$ cat config.mk
export PLATFORM = sky130hd
export DESIGN_NAME = gamepad_stick_deadzone_curve_flat
export DESIGN_NICKNAME = d
export VERILOG_FILES = /design/src/rtl/core/gsdc_pkg.sv /design/src/rtl/core/gsdc_poll_if.sv /design/src/rtl/core/gsdc_result_if.sv /design/src/rtl/core/gamepad_stick_deadzone_curve.sv /design/src/rtl/core/gsdc_alu.sv /design/src/rtl/core/gsdc_stick.sv /design/src/flat_wrapper.sv
export SDC_FILE = /design/constraint.sdc
export NUM_CORES = 2
export LEC_CHECK = 0
export ABC_AREA = 1
export CORE_ASPECT_RATIO = 1.1
export CORE_MARGIN = 4
export CORE_UTILIZATION = 25
export DETAILED_ROUTE_END_ITERATION = 6
export DONT_BUFFER_PORTS = 1
export PLACE_DENSITY = 0.34
export SLEW_MARGIN = 20
export SYNTH_ARGS = -nofsm -noshare
export SYNTH_HDL_FRONTEND = slang
export SYNTH_SLANG_ARGS = --single-unit
$ cat constraint.sdc
create_clock -name clk_i -period 17.4 [get_ports clk_i]
set_clock_uncertainty 0.2 [all_clocks]
set_input_delay 1.74 -clock clk_i [delete_from_list [all_inputs] [get_ports clk_i]]
set_output_delay 1.74 -clock clk_i [all_outputs]
set_load 0.02 [all_outputs]
$ cat src/rtl/core/gsdc_pkg.sv
// ----------------------------------------------------------------------------
// gsdc_pkg: shared types and constants of the stick conditioner
// Field widths, register indexes and the request/response structs that pass
// between the top level, the stick engine and the shared arithmetic unit.
// ----------------------------------------------------------------------------
package gsdc_pkg;

  // Field widths
  localparam int AXIS_W = 16;
  localparam int BTN_W  = 17;
  localparam int DZ_W   = 15;

  // Shared unit widths
  localparam int MUL_W  = 17;
  localparam int PROD_W = 2 * MUL_W;
  localparam int SUB_W  = 28;

  // Iteration counts: root of a 48-bit radicand, 17 quotient bits
  localparam int SQRT_STEPS = 24;
  localparam int DIV_STEPS  = 17;
  localparam int CNT_W      = 5;

  // Configuration register indexes
  localparam int CFG_IDX_W = 2;
  localparam logic [CFG_IDX_W-1:0] CFG_LEFT_DZ  = 2'd0;
  localparam logic [CFG_IDX_W-1:0] CFG_RIGHT_DZ = 2'd1;
  localparam logic [CFG_IDX_W-1:0] CFG_ANALOG   = 2'd2;
  localparam logic [CFG_IDX_W-1:0] CFG_SWAP     = 2'd3;

  // Operands for the shared multiply / compare-subtract unit
  typedef struct packed {
    logic [MUL_W-1:0] mul_a;
    logic [MUL_W-1:0] mul_b;
    logic [SUB_W-1:0] sub_a;
    logic [SUB_W-1:0] sub_b;
  } alu_req_t;

  typedef struct packed {
    logic [PROD_W-1:0] prod;
    logic [SUB_W-1:0]  diff;
    logic              ge;
  } alu_rsp_t;

  // One stick to condition
  typedef struct packed {
    logic                     start;
    logic signed [AXIS_W-1:0] x;
    logic signed [AXIS_W-1:0] y;
    logic [DZ_W-1:0]          dz;
  } stk_req_t;

  // Conditioned stick, valid for one cycle with done
  typedef struct packed {
    logic                     done;
    logic signed [AXIS_W-1:0] x;
    logic signed [AXIS_W-1:0] y;
  } stk_rsp_t;

endpackage

$ cat src/rtl/core/gsdc_poll_if.sv
// ----------------------------------------------------------------------------
// gsdc_poll_if: controller poll channel
// One request per poll: pad-present bit, two raw stick pairs, button mask.
// ----------------------------------------------------------------------------
interface gsdc_poll_if;
  logic                             valid;
  logic                             ready;
  logic                             pad_present;
  logic signed [gsdc_pkg::AXIS_W-1:0] raw_left_x;
  logic signed [gsdc_pkg::AXIS_W-1:0] raw_left_y;
  logic signed [gsdc_pkg::AXIS_W-1:0] raw_right_x;
  logic signed [gsdc_pkg::AXIS_W-1:0] raw_right_y;
  logic [gsdc_pkg::BTN_W-1:0]         button_mask;

  modport source (
    output valid, pad_present, raw_left_x, raw_left_y, raw_right_x, raw_right_y,
    output button_mask,
    input  ready
  );

  modport sink (
    input  valid, pad_present, raw_left_x, raw_left_y, raw_right_x, raw_right_y,
    input  button_mask,
    output ready
  );
endinterface

$ cat src/rtl/core/gsdc_result_if.sv
// ----------------------------------------------------------------------------
// gsdc_result_if: conditioned stick channel
// One request per poll: four conditioned axes, button mask, activity flag.
// ----------------------------------------------------------------------------
interface gsdc_result_if;
  logic                             valid;
  logic                             ready;
  logic signed [gsdc_pkg::AXIS_W-1:0] left_x_out;
  logic signed [gsdc_pkg::AXIS_W-1:0] left_y_out;
  logic signed [gsdc_pkg::AXIS_W-1:0] right_x_out;
  logic signed [gsdc_pkg::AXIS_W-1:0] right_y_out;
  logic [gsdc_pkg::BTN_W-1:0]         buttons_out;
  logic                             activity;

  modport source (
    output valid, left_x_out, left_y_out, right_x_out, right_y_out,
    output buttons_out, activity,
    input  ready
  );

  modport sink (
    input  valid, left_x_out, left_y_out, right_x_out, right_y_out,
    input  buttons_out, activity,
    output ready
  );
endinterface

$ cat src/rtl/core/gamepad_stick_deadzone_curve.sv
// ----------------------------------------------------------------------------
// gamepad_stick_deadzone_curve: stick deadzone and response curve conditioner
// Takes one controller poll, conditions both sticks and reports activity.
// ----------------------------------------------------------------------------
// Usage
//   poll_i carries one request per poll: pad-present bit, the raw left and
//   right stick pairs and the button mask. result_o returns one request per
//   poll with the four conditioned axes, the buttons and the activity flag.
//   Registers are written through cfg_we_i / cfg_idx_i / cfg_data_i: left and
//   right deadzone, analog mode, stick swap. The user must write them only
//   while the block is idle; the block itself does not enforce this.
// Sequencing
//   poll_i.ready is high only while the sequencer is idle; one poll at a
//   time. In analog mode with a pad present each stick runs through one
//   shared multiplier and subtractor, and the root and quotient steps take
//   most of that work. A stick that stays in its deadzone leaves the stick
//   engine early. Digital mode, and a poll with no pad, skip the engine.
// Reset and stall
//   Reset clears the deadzones, selects analog mode, clears swap and the
//   previous buttons. A result waits in the output register while result_o
//   is stalled; the next poll is still taken and worked on, then held with
//   poll_i.ready low until the output register frees.
// ----------------------------------------------------------------------------
module gamepad_stick_deadzone_curve #(
  parameter int unsigned AXIS_MAX = 32767
) (
  input  logic                              clk_i,
  input  logic                              rst_ni,
  gsdc_poll_if.sink                         poll_i,
  gsdc_result_if.source                     result_o,
  input  logic                              cfg_we_i,
  input  logic [gsdc_pkg::CFG_IDX_W-1:0]    cfg_idx_i,
  input  logic [gsdc_pkg::DZ_W-1:0]         cfg_data_i
);

  localparam logic [gsdc_pkg::DZ_W-1:0]   AMAX   = gsdc_pkg::DZ_W'(AXIS_MAX);
  localparam logic [gsdc_pkg::AXIS_W-1:0] AMAX_P = {1'b0, AMAX};

  typedef enum logic [2:0] {
    ST_IDLE, ST_LEFT, ST_RIGHT, ST_DIG, ST_OUT
  } state_e;

  state_e                              state_q;
  logic [gsdc_pkg::DZ_W-1:0]           left_dz_q, right_dz_q;
  logic                                analog_q, swap_q;
  logic signed [gsdc_pkg::AXIS_W-1:0]  lx_q, ly_q, rx_q, ry_q;
  logic signed [gsdc_pkg::AXIS_W-1:0]  olx_q, oly_q, orx_q, ory_q;
  logic [gsdc_pkg::BTN_W-1:0]          btn_q, prev_btn_q;
  logic                                start_q;
  logic                                out_valid_q;
  logic signed [gsdc_pkg::AXIS_W-1:0]  res_lx_q, res_ly_q, res_rx_q, res_ry_q;
  logic [gsdc_pkg::BTN_W-1:0]          res_btn_q;
  logic                                res_act_q;

  logic                                poll_fire;
  logic                                out_free;
  logic                                out_load;
  logic                                start_d;
  logic                                activity;
  gsdc_pkg::stk_req_t                  stk_req;
  gsdc_pkg::stk_rsp_t                  stk_rsp;

  // Digital axis: full scale in the direction of travel past the deadzone
  function automatic logic [gsdc_pkg::AXIS_W-1:0] dig_axis(
    logic signed [gsdc_pkg::AXIS_W-1:0] x, logic [gsdc_pkg::DZ_W-1:0] dz);
    logic [gsdc_pkg::AXIS_W:0] a;
    a = x[gsdc_pkg::AXIS_W-1] ? (gsdc_pkg::AXIS_W+1)'(-{x[gsdc_pkg::AXIS_W-1], x})
                              : {1'b0, x};
    if (a > {2'b00, dz}) begin
      return x[gsdc_pkg::AXIS_W-1] ? gsdc_pkg::AXIS_W'(-AMAX_P) : AMAX_P;
    end
    return '0;
  endfunction

  // Configuration registers
  always_ff @(posedge clk_i or negedge rst_ni) begin
    if (!rst_ni) begin
      left_dz_q  <= '0;
      right_dz_q <= '0;
      analog_q   <= 1'b1;
      swap_q     <= 1'b0;
    end else if (cfg_we_i) begin
      case (cfg_idx_i)
        gsdc_pkg::CFG_LEFT_DZ:  left_dz_q  <= cfg_data_i;
        gsdc_pkg::CFG_RIGHT_DZ: right_dz_q <= cfg_data_i;
        gsdc_pkg::CFG_ANALOG:   analog_q   <= cfg_data_i[0];
        gsdc_pkg::CFG_SWAP:     swap_q     <= cfg_data_i[0];
        default: ;
      endcase
    end
  end

  assign poll_i.ready = (state_q == ST_IDLE);
  assign poll_fire    = poll_i.valid && poll_i.ready;
  assign out_free     = !out_valid_q || result_o.ready;
  assign out_load     = (state_q == ST_OUT) && out_free;
  assign activity     = (olx_q != '0) || (oly_q != '0) || (orx_q != '0) ||
                        (ory_q != '0) || (btn_q != prev_btn_q);

  // Start the stick engine on an analog poll, then again for the right stick
  assign start_d = (poll_fire && poll_i.pad_present && analog_q) ||
                   ((state_q == ST_LEFT) && stk_rsp.done);

  // Feed the stick engine with the pair being worked on
  assign stk_req.start = start_q;
  assign stk_req.x     = (state_q == ST_RIGHT) ? rx_q : lx_q;
  assign stk_req.y     = (state_q == ST_RIGHT) ? ry_q : ly_q;
  assign stk_req.dz    = (state_q == ST_RIGHT) ? right_dz_q : left_dz_q;

  gsdc_stick #(
    .AXIS_MAX (AXIS_MAX)
  ) u_stick (
    .clk_i  (clk_i),
    .rst_ni (rst_ni),
    .req_i  (stk_req),
    .rsp_o  (stk_rsp)
  );

  // Poll sequencer and output register
  always_ff @(posedge clk_i or negedge rst_ni) begin
    if (!rst_ni) begin
      state_q     <= ST_IDLE;
      lx_q        <= '0;
      ly_q        <= '0;
      rx_q        <= '0;
      ry_q        <= '0;
      olx_q       <= '0;
      oly_q       <= '0;
      orx_q       <= '0;
      ory_q       <= '0;
      btn_q       <= '0;
      prev_btn_q  <= '0;
      start_q     <= 1'b0;
      out_valid_q <= 1'b0;
      res_lx_q    <= '0;
      res_ly_q    <= '0;
      res_rx_q    <= '0;
      res_ry_q    <= '0;
      res_btn_q   <= '0;
      res_act_q   <= 1'b0;
    end else begin
      start_q <= start_d;
      // Raise valid on a hand-over, drop it once the request is taken
      if (out_load) begin
        out_valid_q <= 1'b1;
      end else if (result_o.ready) begin
        out_valid_q <= 1'b0;
      end
      case (state_q)
        ST_IDLE: begin
          if (poll_fire) begin
            // Latch the pairs, exchanged if asked; deadzones stay in place
            lx_q  <= swap_q ? poll_i.raw_right_x : poll_i.raw_left_x;
            ly_q  <= swap_q ? poll_i.raw_right_y : poll_i.raw_left_y;
            rx_q  <= swap_q ? poll_i.raw_left_x  : poll_i.raw_right_x;
            ry_q  <= swap_q ? poll_i.raw_left_y  : poll_i.raw_right_y;
            btn_q <= poll_i.pad_present ? poll_i.button_mask : '0;
            olx_q <= '0;
            oly_q <= '0;
            orx_q <= '0;
            ory_q <= '0;
            if (!poll_i.pad_present) begin
              state_q <= ST_OUT;
            end else if (analog_q) begin
              state_q <= ST_LEFT;
            end else begin
              state_q <= ST_DIG;
            end
          end
        end
        ST_LEFT: begin
          if (stk_rsp.done) begin
            olx_q   <= stk_rsp.x;
            oly_q   <= stk_rsp.y;
            state_q <= ST_RIGHT;
          end
        end
        ST_RIGHT: begin
          if (stk_rsp.done) begin
            orx_q   <= stk_rsp.x;
            ory_q   <= stk_rsp.y;
            state_q <= ST_OUT;
          end
        end
        ST_DIG: begin
          olx_q   <= dig_axis(lx_q, left_dz_q);
          oly_q   <= dig_axis(ly_q, left_dz_q);
          orx_q   <= dig_axis(rx_q, right_dz_q);
          ory_q   <= dig_axis(ry_q, right_dz_q);
          state_q <= ST_OUT;
        end
        ST_OUT: begin
          // Hold until the output register is free, then hand over
          if (out_load) begin
            res_lx_q    <= olx_q;
            res_ly_q    <= oly_q;
            res_rx_q    <= orx_q;
            res_ry_q    <= ory_q;
            res_btn_q   <= btn_q;
            res_act_q   <= activity;
            prev_btn_q  <= btn_q;
            state_q     <= ST_IDLE;
          end
        end
        default: state_q <= ST_IDLE;
      endcase
    end
  end

  assign result_o.valid       = out_valid_q;
  assign result_o.left_x_out  = res_lx_q;
  assign result_o.left_y_out  = res_ly_q;
  assign result_o.right_x_out = res_rx_q;
  assign result_o.right_y_out = res_ry_q;
  assign result_o.buttons_out = res_btn_q;
  assign result_o.activity    = res_act_q;

endmodule

$ cat src/rtl/core/gsdc_alu.sv
// ----------------------------------------------------------------------------
// gsdc_alu: shared arithmetic unit
// A 17x17 unsigned multiplier and a 28-bit compare-subtract, shared by all
// steps of the stick engine (squares, root digits, quotient digits, scaling).
// ----------------------------------------------------------------------------
module gsdc_alu (
  input  gsdc_pkg::alu_req_t req_i,
  output gsdc_pkg::alu_rsp_t rsp_o
);

  // Multiply, product is registered by the caller
  assign rsp_o.prod = {{gsdc_pkg::MUL_W{1'b0}}, req_i.mul_a} *
                      {{gsdc_pkg::MUL_W{1'b0}}, req_i.mul_b};

  // Trial subtract with its borrow-free flag
  assign rsp_o.diff = req_i.sub_a - req_i.sub_b;
  assign rsp_o.ge   = (req_i.sub_a >= req_i.sub_b);

endmodule

$ cat src/rtl/core/gsdc_stick.sv
// ----------------------------------------------------------------------------
// gsdc_stick: analog stick engine
// Sequences the shared unit through one stick: squared radius, deadzone test,
// digit-by-digit square root, restoring division, square of the ratio and
// scaling of both axes. Done pulses for one cycle with the result.
// ----------------------------------------------------------------------------
module gsdc_stick #(
  parameter int unsigned AXIS_MAX = 32767
) (
  input  logic               clk_i,
  input  logic               rst_ni,
  input  gsdc_pkg::stk_req_t req_i,
  output gsdc_pkg::stk_rsp_t rsp_o
);

  localparam int MAG_W = gsdc_pkg::DZ_W + 8;
  localparam logic [gsdc_pkg::DZ_W-1:0] AMAX    = gsdc_pkg::DZ_W'(AXIS_MAX);
  localparam logic [MAG_W-1:0]          MAG_MAX = {AMAX, 8'd0};

  typedef enum logic [3:0] {
    ST_IDLE, ST_SQX, ST_SQY, ST_DZ, ST_SQRT, ST_NORM, ST_DIV, ST_MSQ,
    ST_SCX, ST_SCY, ST_FIN
  } state_e;

  state_e                        state_q;
  logic                          neg_x_q, neg_y_q;
  logic [gsdc_pkg::AXIS_W-1:0]   ax_q, ay_q;
  logic [gsdc_pkg::DZ_W-1:0]     dz_q, den_q;
  logic [31:0]                   s_q;
  logic [47:0]                   v_q;
  logic [gsdc_pkg::SUB_W-1:0]    rem_q;
  logic [23:0]                   root_q;
  logic [gsdc_pkg::DIV_STEPS-1:0] nb_q;
  logic [gsdc_pkg::MUL_W-1:0]    m_q, m2_q, magx_q, magy_q;
  logic [gsdc_pkg::CNT_W-1:0]    cnt_q;
  logic                          done_q;
  logic signed [gsdc_pkg::AXIS_W-1:0] ox_q, oy_q;

  gsdc_pkg::alu_req_t alu_req;
  gsdc_pkg::alu_rsp_t alu_rsp;

  logic [MAG_W-1:0] mag_clamped, dz_scaled, mag_excess;
  logic             dz_skip, norm_skip, done_d;

  gsdc_alu u_alu (
    .req_i (alu_req),
    .rsp_o (alu_rsp)
  );

  // Saturate a magnitude to the axis range and restore its sign
  function automatic logic [gsdc_pkg::AXIS_W-1:0] to_axis(
    logic [gsdc_pkg::MUL_W-1:0] mag, logic neg);
    logic [gsdc_pkg::DZ_W-1:0] sat;
    sat = (mag > {2'b00, AMAX}) ? AMAX : mag[gsdc_pkg::DZ_W-1:0];
    return neg ? gsdc_pkg::AXIS_W'(-{1'b0, sat}) : {1'b0, sat};
  endfunction

  // Clamp the root to full scale and take off the deadzone
  assign mag_clamped = (root_q > {1'b0, MAG_MAX}) ? MAG_MAX : root_q[MAG_W-1:0];
  assign dz_scaled   = {dz_q, 8'd0};
  assign mag_excess  = mag_clamped - dz_scaled;

  // Early exits to zero, and the one-cycle done pulse
  assign dz_skip   = (dz_q >= AMAX) || (s_q <= alu_rsp.prod[31:0]);
  assign norm_skip = (mag_clamped <= dz_scaled);
  assign done_d    = ((state_q == ST_DZ) && dz_skip) ||
                     ((state_q == ST_NORM) && norm_skip) ||
                     (state_q == ST_FIN);

  // Steer operands into the shared unit
  always_comb begin
    alu_req = '0;
    case (state_q)
      ST_SQX: begin
        alu_req.mul_a = {1'b0, ax_q};
        alu_req.mul_b = {1'b0, ax_q};
      end
      ST_SQY: begin
        alu_req.mul_a = {1'b0, ay_q};
        alu_req.mul_b = {1'b0, ay_q};
      end
      ST_DZ: begin
        alu_req.mul_a = {2'b00, dz_q};
        alu_req.mul_b = {2'b00, dz_q};
      end
      ST_SQRT: begin
        alu_req.sub_a = {rem_q[gsdc_pkg::SUB_W-3:0], v_q[47:46]};
        alu_req.sub_b = {2'b00, root_q, 2'b01};
      end
      ST_DIV: begin
        alu_req.sub_a = {rem_q[gsdc_pkg::SUB_W-2:0], nb_q[gsdc_pkg::DIV_STEPS-1]};
        alu_req.sub_b = {{(gsdc_pkg::SUB_W - gsdc_pkg::DZ_W){1'b0}}, den_q};
      end
      ST_MSQ: begin
        alu_req.mul_a = m_q;
        alu_req.mul_b = m_q;
      end
      ST_SCX: begin
        alu_req.mul_a = {1'b0, ax_q};
        alu_req.mul_b = m2_q;
      end
      ST_SCY: begin
        alu_req.mul_a = {1'b0, ay_q};
        alu_req.mul_b = m2_q;
      end
      default: alu_req = '0;
    endcase
  end

  // Sequencer and working registers
  always_ff @(posedge clk_i or negedge rst_ni) begin
    if (!rst_ni) begin
      state_q <= ST_IDLE;
      neg_x_q <= 1'b0;
      neg_y_q <= 1'b0;
      ax_q    <= '0;
      ay_q    <= '0;
      dz_q    <= '0;
      den_q   <= '0;
      s_q     <= '0;
      v_q     <= '0;
      rem_q   <= '0;
      root_q  <= '0;
      nb_q    <= '0;
      m_q     <= '0;
      m2_q    <= '0;
      magx_q  <= '0;
      magy_q  <= '0;
      cnt_q   <= '0;
      done_q  <= 1'b0;
      ox_q    <= '0;
      oy_q    <= '0;
    end else begin
      done_q <= done_d;
      case (state_q)
        ST_IDLE: begin
          if (req_i.start) begin
            neg_x_q <= req_i.x[gsdc_pkg::AXIS_W-1];
            neg_y_q <= req_i.y[gsdc_pkg::AXIS_W-1];
            ax_q    <= req_i.x[gsdc_pkg::AXIS_W-1] ?
                       gsdc_pkg::AXIS_W'(-req_i.x) : req_i.x;
            ay_q    <= req_i.y[gsdc_pkg::AXIS_W-1] ?
                       gsdc_pkg::AXIS_W'(-req_i.y) : req_i.y;
            dz_q    <= req_i.dz;
            state_q <= ST_SQX;
          end
        end
        ST_SQX: begin
          s_q     <= alu_rsp.prod[31:0];
          state_q <= ST_SQY;
        end
        ST_SQY: begin
          s_q     <= s_q + alu_rsp.prod[31:0];
          state_q <= ST_DZ;
        end
        ST_DZ: begin
          // Inside the deadzone, or deadzone at full scale: drop to zero
          if (dz_skip) begin
            ox_q    <= '0;
            oy_q    <= '0;
            state_q <= ST_IDLE;
          end else begin
            v_q     <= {s_q, 16'd0};
            rem_q   <= '0;
            root_q  <= '0;
            cnt_q   <= gsdc_pkg::CNT_W'(gsdc_pkg::SQRT_STEPS - 1);
            state_q <= ST_SQRT;
          end
        end
        ST_SQRT: begin
          // One root bit per cycle
          v_q <= {v_q[45:0], 2'b00};
          if (alu_rsp.ge) begin
            rem_q  <= alu_rsp.diff;
            root_q <= {root_q[22:0], 1'b1};
          end else begin
            rem_q  <= alu_req.sub_a;
            root_q <= {root_q[22:0], 1'b0};
          end
          if (cnt_q == '0) begin
            state_q <= ST_NORM;
          end else begin
            cnt_q <= cnt_q - gsdc_pkg::CNT_W'(1);
          end
        end
        ST_NORM: begin
          if (norm_skip) begin
            ox_q    <= '0;
            oy_q    <= '0;
            state_q <= ST_IDLE;
          end else begin
            // Dividend is excess << 8, divisor is full scale less deadzone
            rem_q   <= gsdc_pkg::SUB_W'(mag_excess[MAG_W-1:9]);
            nb_q    <= {mag_excess[8:0], 8'd0};
            den_q   <= AMAX - dz_q;
            m_q     <= '0;
            cnt_q   <= gsdc_pkg::CNT_W'(gsdc_pkg::DIV_STEPS - 1);
            state_q <= ST_DIV;
          end
        end
        ST_DIV: begin
          // One quotient bit per cycle
          nb_q <= {nb_q[gsdc_pkg::DIV_STEPS-2:0], 1'b0};
          rem_q <= alu_rsp.ge ? alu_rsp.diff : alu_req.sub_a;
          m_q   <= {m_q[gsdc_pkg::MUL_W-2:0], alu_rsp.ge};
          if (cnt_q == '0) begin
            state_q <= ST_MSQ;
          end else begin
            cnt_q <= cnt_q - gsdc_pkg::CNT_W'(1);
          end
        end
        ST_MSQ: begin
          m2_q    <= alu_rsp.prod[32:16];
          state_q <= ST_SCX;
        end
        ST_SCX: begin
          magx_q  <= alu_rsp.prod[32:16];
          state_q <= ST_SCY;
        end
        ST_SCY: begin
          magy_q  <= alu_rsp.prod[32:16];
          state_q <= ST_FIN;
        end
        ST_FIN: begin
          ox_q    <= to_axis(magx_q, neg_x_q);
          oy_q    <= to_axis(magy_q, neg_y_q);
          state_q <= ST_IDLE;
        end
        default: state_q <= ST_IDLE;
      endcase
    end
  end

  assign rsp_o.done = done_q;
  assign rsp_o.x    = ox_q;
  assign rsp_o.y    = oy_q;

endmodule

$ cat src/flat_wrapper.sv
// flat-port wrapper written by rule: the top's interface ports become plain ports
module gamepad_stick_deadzone_curve_flat 
#(
  parameter int unsigned AXIS_MAX = 32767
)
  (clk_i, rst_ni, cfg_we_i, cfg_idx_i, cfg_data_i, poll_i_valid, poll_i_pad_present, poll_i_raw_left_x, poll_i_raw_left_y, poll_i_raw_right_x, poll_i_raw_right_y, poll_i_button_mask, poll_i_ready, result_o_valid, result_o_left_x_out, result_o_left_y_out, result_o_right_x_out, result_o_right_y_out, result_o_buttons_out, result_o_activity, result_o_ready);
  gsdc_poll_if poll_i_i ();
  gsdc_result_if result_o_i ();
  input  logic clk_i;
  input  logic rst_ni;
  input  logic cfg_we_i;
  input  logic [gsdc_pkg::CFG_IDX_W-1:0] cfg_idx_i;
  input  logic [gsdc_pkg::DZ_W-1:0] cfg_data_i;
  input wire logic [$bits(poll_i_i.valid)-1:0] poll_i_valid;
  input wire logic [$bits(poll_i_i.pad_present)-1:0] poll_i_pad_present;
  input wire logic [$bits(poll_i_i.raw_left_x)-1:0] poll_i_raw_left_x;
  input wire logic [$bits(poll_i_i.raw_left_y)-1:0] poll_i_raw_left_y;
  input wire logic [$bits(poll_i_i.raw_right_x)-1:0] poll_i_raw_right_x;
  input wire logic [$bits(poll_i_i.raw_right_y)-1:0] poll_i_raw_right_y;
  input wire logic [$bits(poll_i_i.button_mask)-1:0] poll_i_button_mask;
  output wire logic [$bits(poll_i_i.ready)-1:0] poll_i_ready;
  output wire logic [$bits(result_o_i.valid)-1:0] result_o_valid;
  output wire logic [$bits(result_o_i.left_x_out)-1:0] result_o_left_x_out;
  output wire logic [$bits(result_o_i.left_y_out)-1:0] result_o_left_y_out;
  output wire logic [$bits(result_o_i.right_x_out)-1:0] result_o_right_x_out;
  output wire logic [$bits(result_o_i.right_y_out)-1:0] result_o_right_y_out;
  output wire logic [$bits(result_o_i.buttons_out)-1:0] result_o_buttons_out;
  output wire logic [$bits(result_o_i.activity)-1:0] result_o_activity;
  input wire logic [$bits(result_o_i.ready)-1:0] result_o_ready;
  assign poll_i_i.valid = poll_i_valid;
  assign poll_i_i.pad_present = poll_i_pad_present;
  assign poll_i_i.raw_left_x = poll_i_raw_left_x;
  assign poll_i_i.raw_left_y = poll_i_raw_left_y;
  assign poll_i_i.raw_right_x = poll_i_raw_right_x;
  assign poll_i_i.raw_right_y = poll_i_raw_right_y;
  assign poll_i_i.button_mask = poll_i_button_mask;
  assign poll_i_ready = poll_i_i.ready;
  assign result_o_valid = result_o_i.valid;
  assign result_o_left_x_out = result_o_i.left_x_out;
  assign result_o_left_y_out = result_o_i.left_y_out;
  assign result_o_right_x_out = result_o_i.right_x_out;
  assign result_o_right_y_out = result_o_i.right_y_out;
  assign result_o_buttons_out = result_o_i.buttons_out;
  assign result_o_activity = result_o_i.activity;
  assign result_o_i.ready = result_o_ready;
  gamepad_stick_deadzone_curve #(.AXIS_MAX(AXIS_MAX)) u_core (.clk_i(clk_i), .rst_ni(rst_ni), .poll_i(poll_i_i), .result_o(result_o_i), .cfg_we_i(cfg_we_i), .cfg_idx_i(cfg_idx_i), .cfg_data_i(cfg_data_i));
endmodule
# Yosys cells after proc, flatten, opt, wreduce, memory -nomap -nowiden
# Cells that the tools add are included.
dict set report totals {
  n_memories 0
  latchBits 0
  rom_bits 0
  ram_bits 0
  input_bits 104
  regBits 586
  output_inout_bits 84
}
dict set report op_classes {
  n_shift 0
  reduce_logical 51
  eq_ne 30
  n_mux 85
  n_lt_le_gt_ge 11
  bitwise_logic 1
  mul 1
  add_sub_neg 13
  n_div 0
}
# op count
set ops {}
lappend ops {{$mux W16} 27}
lappend ops {{$pmux W16 S3} 6}
lappend ops {{$pmux W34 S6} 1}
lappend ops {{$mux W17} 7}
lappend ops {{$pmux W56 S2} 1}
lappend ops {{$pmux W48 S2} 1}
lappend ops {{$mux W27} 3}
lappend ops {{$pmux W27 S3} 1}
lappend ops {{$gt A17 B15 Y1} 4}
lappend ops {{$neg A17 Y17} 4}
lappend ops {{$pmux W17 S2} 2}
lappend ops {{$pmux W32 S2} 1}
lappend ops {{$reduce_bool A16 Y1} 4}
lappend ops {{$mux W48} 1}
lappend ops {{$pmux W24 S2} 1}
lappend ops {{$mux W15} 3}
lappend ops {{$pmux W4 S10} 1}
lappend ops {{$gt A17 B15 Y1 const B} 2}
lappend ops {{$mul A17 B17 Y33} 1}
lappend ops {{$add A32 B32 Y32} 1}
lappend ops {{$le A32 B32 Y1} 1}
lappend ops {{$neg A15 Y16} 2}
lappend ops {{$neg A16 Y16} 2}
lappend ops {{$ge A28 B28 Y1} 1}
lappend ops {{42 further kinds} 114}

# Depth between registers and ports, before layout
dict set report logic_depth {
  word_depth 8
  ltp_mapped 53
}

# Cells and area by module
# A second synthesis with hierarchy kept.
dict set report unflattened {
  cells_unflattened 6560
  hier_area_um2 46288.1
}
# mod seq_area_each_um2 n_inst area_per_inst_um2 cells_each
set modules_own_cells {}
lappend modules_own_cells {gsdc_stick 7457.2 1 18601.6 2579}
lappend modules_own_cells {gamepad_stick_deadzone_curve 6607.6 1 15080.7 2029}
lappend modules_own_cells {gsdc_alu 0.0 1 12605.8 1952}

# Least setup slack after synthesis
# Ideal clock, no wire load.
dict set report synth_timing {
  path_kind {reg-to-reg}
  start {reg u_core.u_stick.state_q[2]}
  end {reg u_core.u_stick.root_q[0]}
  required_ns 17.067
  setup_time_ns 0.133
  path_stages_with_launch 46
  arrival_time_ns 7.949
  path_buffers 4
  path_slack_ns 9.119
  path_cell_list {dfrtp_1 nand2_4 nor2_2 buf_2 a221oi_1 inv_1 a21oi_1 inv_1 buf_2 nand2_1 inv_1 fa_1 inv_1 fa_1 fa_1 fa_1 inv_1 fa_1 (+10 left out) or2_2 nand2_1 inv_1 ha_1 nor2_1 nand3_1 nor2_1 nand2_1 nor2_1 nand2_1 nand2_1 nor3_1 nand2_1 nand3_2 nand2_2 buf_6 buf_4 o22ai_1}
}
# item line_no
set synth_rtl {}
lappend synth_rtl {{from (decl)} gsdc_stick.sv:25} ;# state_e state_q;
lappend synth_rtl {{from (signal assigned)} gsdc_stick.sv:113} ;# state_q <= ST_IDLE;
lappend synth_rtl {{from (signal assigned)} gsdc_stick.sv:145} ;# state_q <= ST_SQX;
lappend synth_rtl {{from (signal assigned)} gsdc_stick.sv:150} ;# state_q <= ST_SQY;
lappend synth_rtl {{to (signal assigned)} gsdc_stick.sv:175} ;# root_q <= {root_q[22:0], 1'b1};
lappend synth_rtl {{to (signal assigned)} gsdc_stick.sv:178} ;# root_q <= {root_q[22:0], 1'b0};
lappend synth_rtl {{to (decl)} gsdc_stick.sv:32} ;# logic [23:0] root_q;

==> flow_summary.toml <==
[clock_tree]
clk_pin_slew_ns = 0.06
tritoncts.num_buffers = 77
post_cts_resized = 0
cts-htree-levels = 3
post_cts_buffers = 0
clkSinkCount = 562
worstSkewPairLatency_ns = 0.68
cts_tree = "built"
clock_path_buffers = 3
hold_buffers = 0
cts_root_buffer = "clkbuf_16"

[die]
num_io_pins = 188
placeableCoreArea_um2 = 178000
die_h_um = 453
dieArea_um2 = 187000
die_x_um = 412
num_rows = 162
start_util_pct = 25.3

[drt]
firstDrtPassIters = 5
first_iter_violations = 2703
wirelength_um = 171000
vias_per_cell = 4.57
wl_per_cell_um = 20.3
drc = 0
vias = 38700
ant_nets = 0

[place]
gp_congestion = 0.864
dp_hpwl_um = 133000
dp_cells = 8309
io_buffers = 0

[power_and_ir_drop]
seq_power_share_pct = 23.0
p_per_area_nw_per_um2 = 184
p_clk_share_pct = 17.9
p_int_uw = 4300
p_leak_uw = 0.0257
p_sw_uw = 4920
comb_power_share_pct = 59.0
swShare_pct = 53.3
ir_drop_mv = 0.117
total_power_uw = 9210

[sta]
fin_tns_setup_ns = 0
maxSlewHeadroom_pct = 28.7
rsz0062_at_grt = "no"
worstMarginPinSlew_ns = 1.06
report.final.slew_viol_count = 0
max_clock_freq_ghz = 0.0838
finalSetupViolCount = 0
hold_violations = 0
post-route-period-util_pct = 68.6
post-route-min-period_ns = 11.94

[setup_path]
cp-end-kind = "flip-flop"
start_kind = "flip-flop"
crit_family = "simple AND/OR/NAND/NOR gates"
crit_type = "reg -> reg"
slowest_delay_ns = 0.69
arrival_ns = 12.23
crit_path_frequent_cell = "nand2_1"
cp.buffers_inverters = 10
required_ns = 17.70
critPathSlowestCell = "nand2_2"
crit_fanout = 51

[synth]
synth_flop_cell = "dfrtp_1"
synth_edf_count = 0
synthCells = 6117
synth.yosys.seq_area_share_pct = 31.3
synth.distinct_cells = 57
yosys_warnings = 0
syn_area_um2 = 45000
synth_nets = 6726
ys_seq_elements = 562
avgSynthCellArea_um2 = 7.35
synthArstFlopShare_pct = 100

[cells_and_area]
final_common_cell = "nand2_1"
final_cell_mix = "nand2_1, inv_1, o21ai_0"
n_fill_cell = 19800
area_growth_pct = 11.3
drive_above_1_share_pct = 5.02
fin_cells = 8454
fin_nets = 6625
num_antenna_cells = 0

[global_route]
groute.usage.overall_pct = 18.2
grt_max_degree = 563
antenna_found_initial = 3
grt_first_pass_wirelength_um = 259000
grt_pass1_vias = 39500
overflow = 0

[hold_path]
hp-class = "reg -> reg"

[run_status]
status = "complete, no violations"

[job]
cap_violations = 0
[state kept, by name, indices dropped and copies added (netlist names), 17 cells and up]
register and flops:
u_core.u_stick.s_q 32, u_core.u_stick.m_q 17, u_core.u_stick.rem_q 27, u_core.u_stick.v_q 32
u_core.btn_q 17, u_core.u_stick.magx_q 17, u_core.u_stick.magy_q 17, u_core.u_stick.m2_q 17
u_core.prev_btn_q 17, u_core.u_stick.root_q 24
[cells by family after synthesis]
logic type	after synthesis	share of synthesized area [%]
adders and majority gates	505	17.8
and+or+nand+nor	2495	22.8
AOI/OAI and AO/OA	1099	13.6
muxes	28	0.701
DFF	562	31.3
buffers and inverters	1297	11.2
xor gates and xnor gates	131	2.55
[final timing paths]
path / startpoint / endpoint / slack, ns / cells past startpoint
setup / recovery: u_core.u_stick.state_q[3] / u_core.u_stick.v_q[17] / 5.46 / 43
hold / removal: u_core.u_stick.rem_q[22] / u_core.u_stick.rem_q[22] / 0.27 / 2
setup reg to reg: u_core.u_stick.state_q[3] / u_core.u_stick.v_q[17] / 5.46 / 43
hold reg to reg: u_core.u_stick.rem_q[22] / u_core.u_stick.rem_q[22] / 0.27 / 2
max in group asynchronous: rst_ni / u_core.swap_q / 14.06 / 3
min in group asynchronous: rst_ni / u_core.prev_btn_q[1] / 0.56 / 0
[layout make-up]
cell class	instances	area, µm²	share of cell area [%]
Multi-Input combinational cell	4258	25900	51.9
Timing Repair Buffer	39	388	0.775
Clock buffer	114	2240	4.47
Sequential cell	562	14100	28.1
Inverter	1078	4050	8.09
Clock inverter	25	369	0.738
Tap cell	2378	2980	5.95
[per-layer routing]
metal | track usage (%) | routed length (µm) | vias to the layer above
li1 | - | - | 19200
met1 | 25.5 | 82800 | 18600
met2 | 29.5 | 77900 | 681
met3 | 2.32 | 6240 | 166
met4 | 4.94 | 4310 | 2
met5 | 0 | 11 | -
[worst min-delay path, cell delays in order (launching register included)]
cell,delay [ns]
dfrtp_1,0.34
nand2_1,0.06
nand2_1,0.05
[synthesized netlist by cell type, types with 4 or more instances]
master	number	share of area, %
nand3b_1	16	0.27
buf_1	15	0.13
a22oi_1	4	0.067
nor2_4	5	0.13
nor4_1	21	0.29
o21ai_2	8	0.16
dfrtp_1	561	31
nand2_2	9	0.13
o21a_1	15	0.25
fa_1	226	10
buf_6	5	0.13
a21oi_2	13	0.25
o21ai_1	52	0.58
nand3_2	4	0.089
nor2_2	12	0.17
o22ai_1	95	1.3
nor3_1	57	0.63
a21o_1	11	0.18
a221oi_1	14	0.27
o31ai_1	7	0.12
mux2_2	28	0.70
xor2_1	101	2.0
o211ai_1	57	0.95
a21boi_0	13	0.22
o21ai_0	563	6.3
buf_2	63	0.70
clkinv_1	4	0.033
a21oi_1	210	2.3
inv_2	28	0.23
or2_2	24	0.33
buf_4	9	0.15
o21bai_1	13	0.22
xnor2_1	30	0.58
clkbuf_1	127	1.1
nand2_1	1653	14
a31oi_1	8	0.11
nand3_1	217	2.4
ha_1	279	7.8
inv_1	1046	8.7
nand4_1	90	1.3
nor2_1	378	3.2
o221ai_1	5	0.097
[power groups by stage]
stage,clock network (µW),registers (µW),logic (µW)
final,1650,2120,5440
after global routing,1760,2170,6200
after CTS,1720,2130,5490
after detailed placement,0,2150,5460
after global placement,0,2150,5490
after floorplan,0,1970,3790
[metrics by stage]
step	worst slack [ns]	cell area (µm²)	hold slack (ns)	util [%]
final	5.46	50000	0.273	28.1
after global routing	4.66	50000	0.294	28.1
after CTS	5.33	49900	0.273	28.0
after detailed placement	5.36	47300	0.260	26.6
after global placement	5.40	47300	0.258	26.6
after floorplan	9.12	45000	0.242	-
Note: power is estimated with default switching activity, not from simulation.
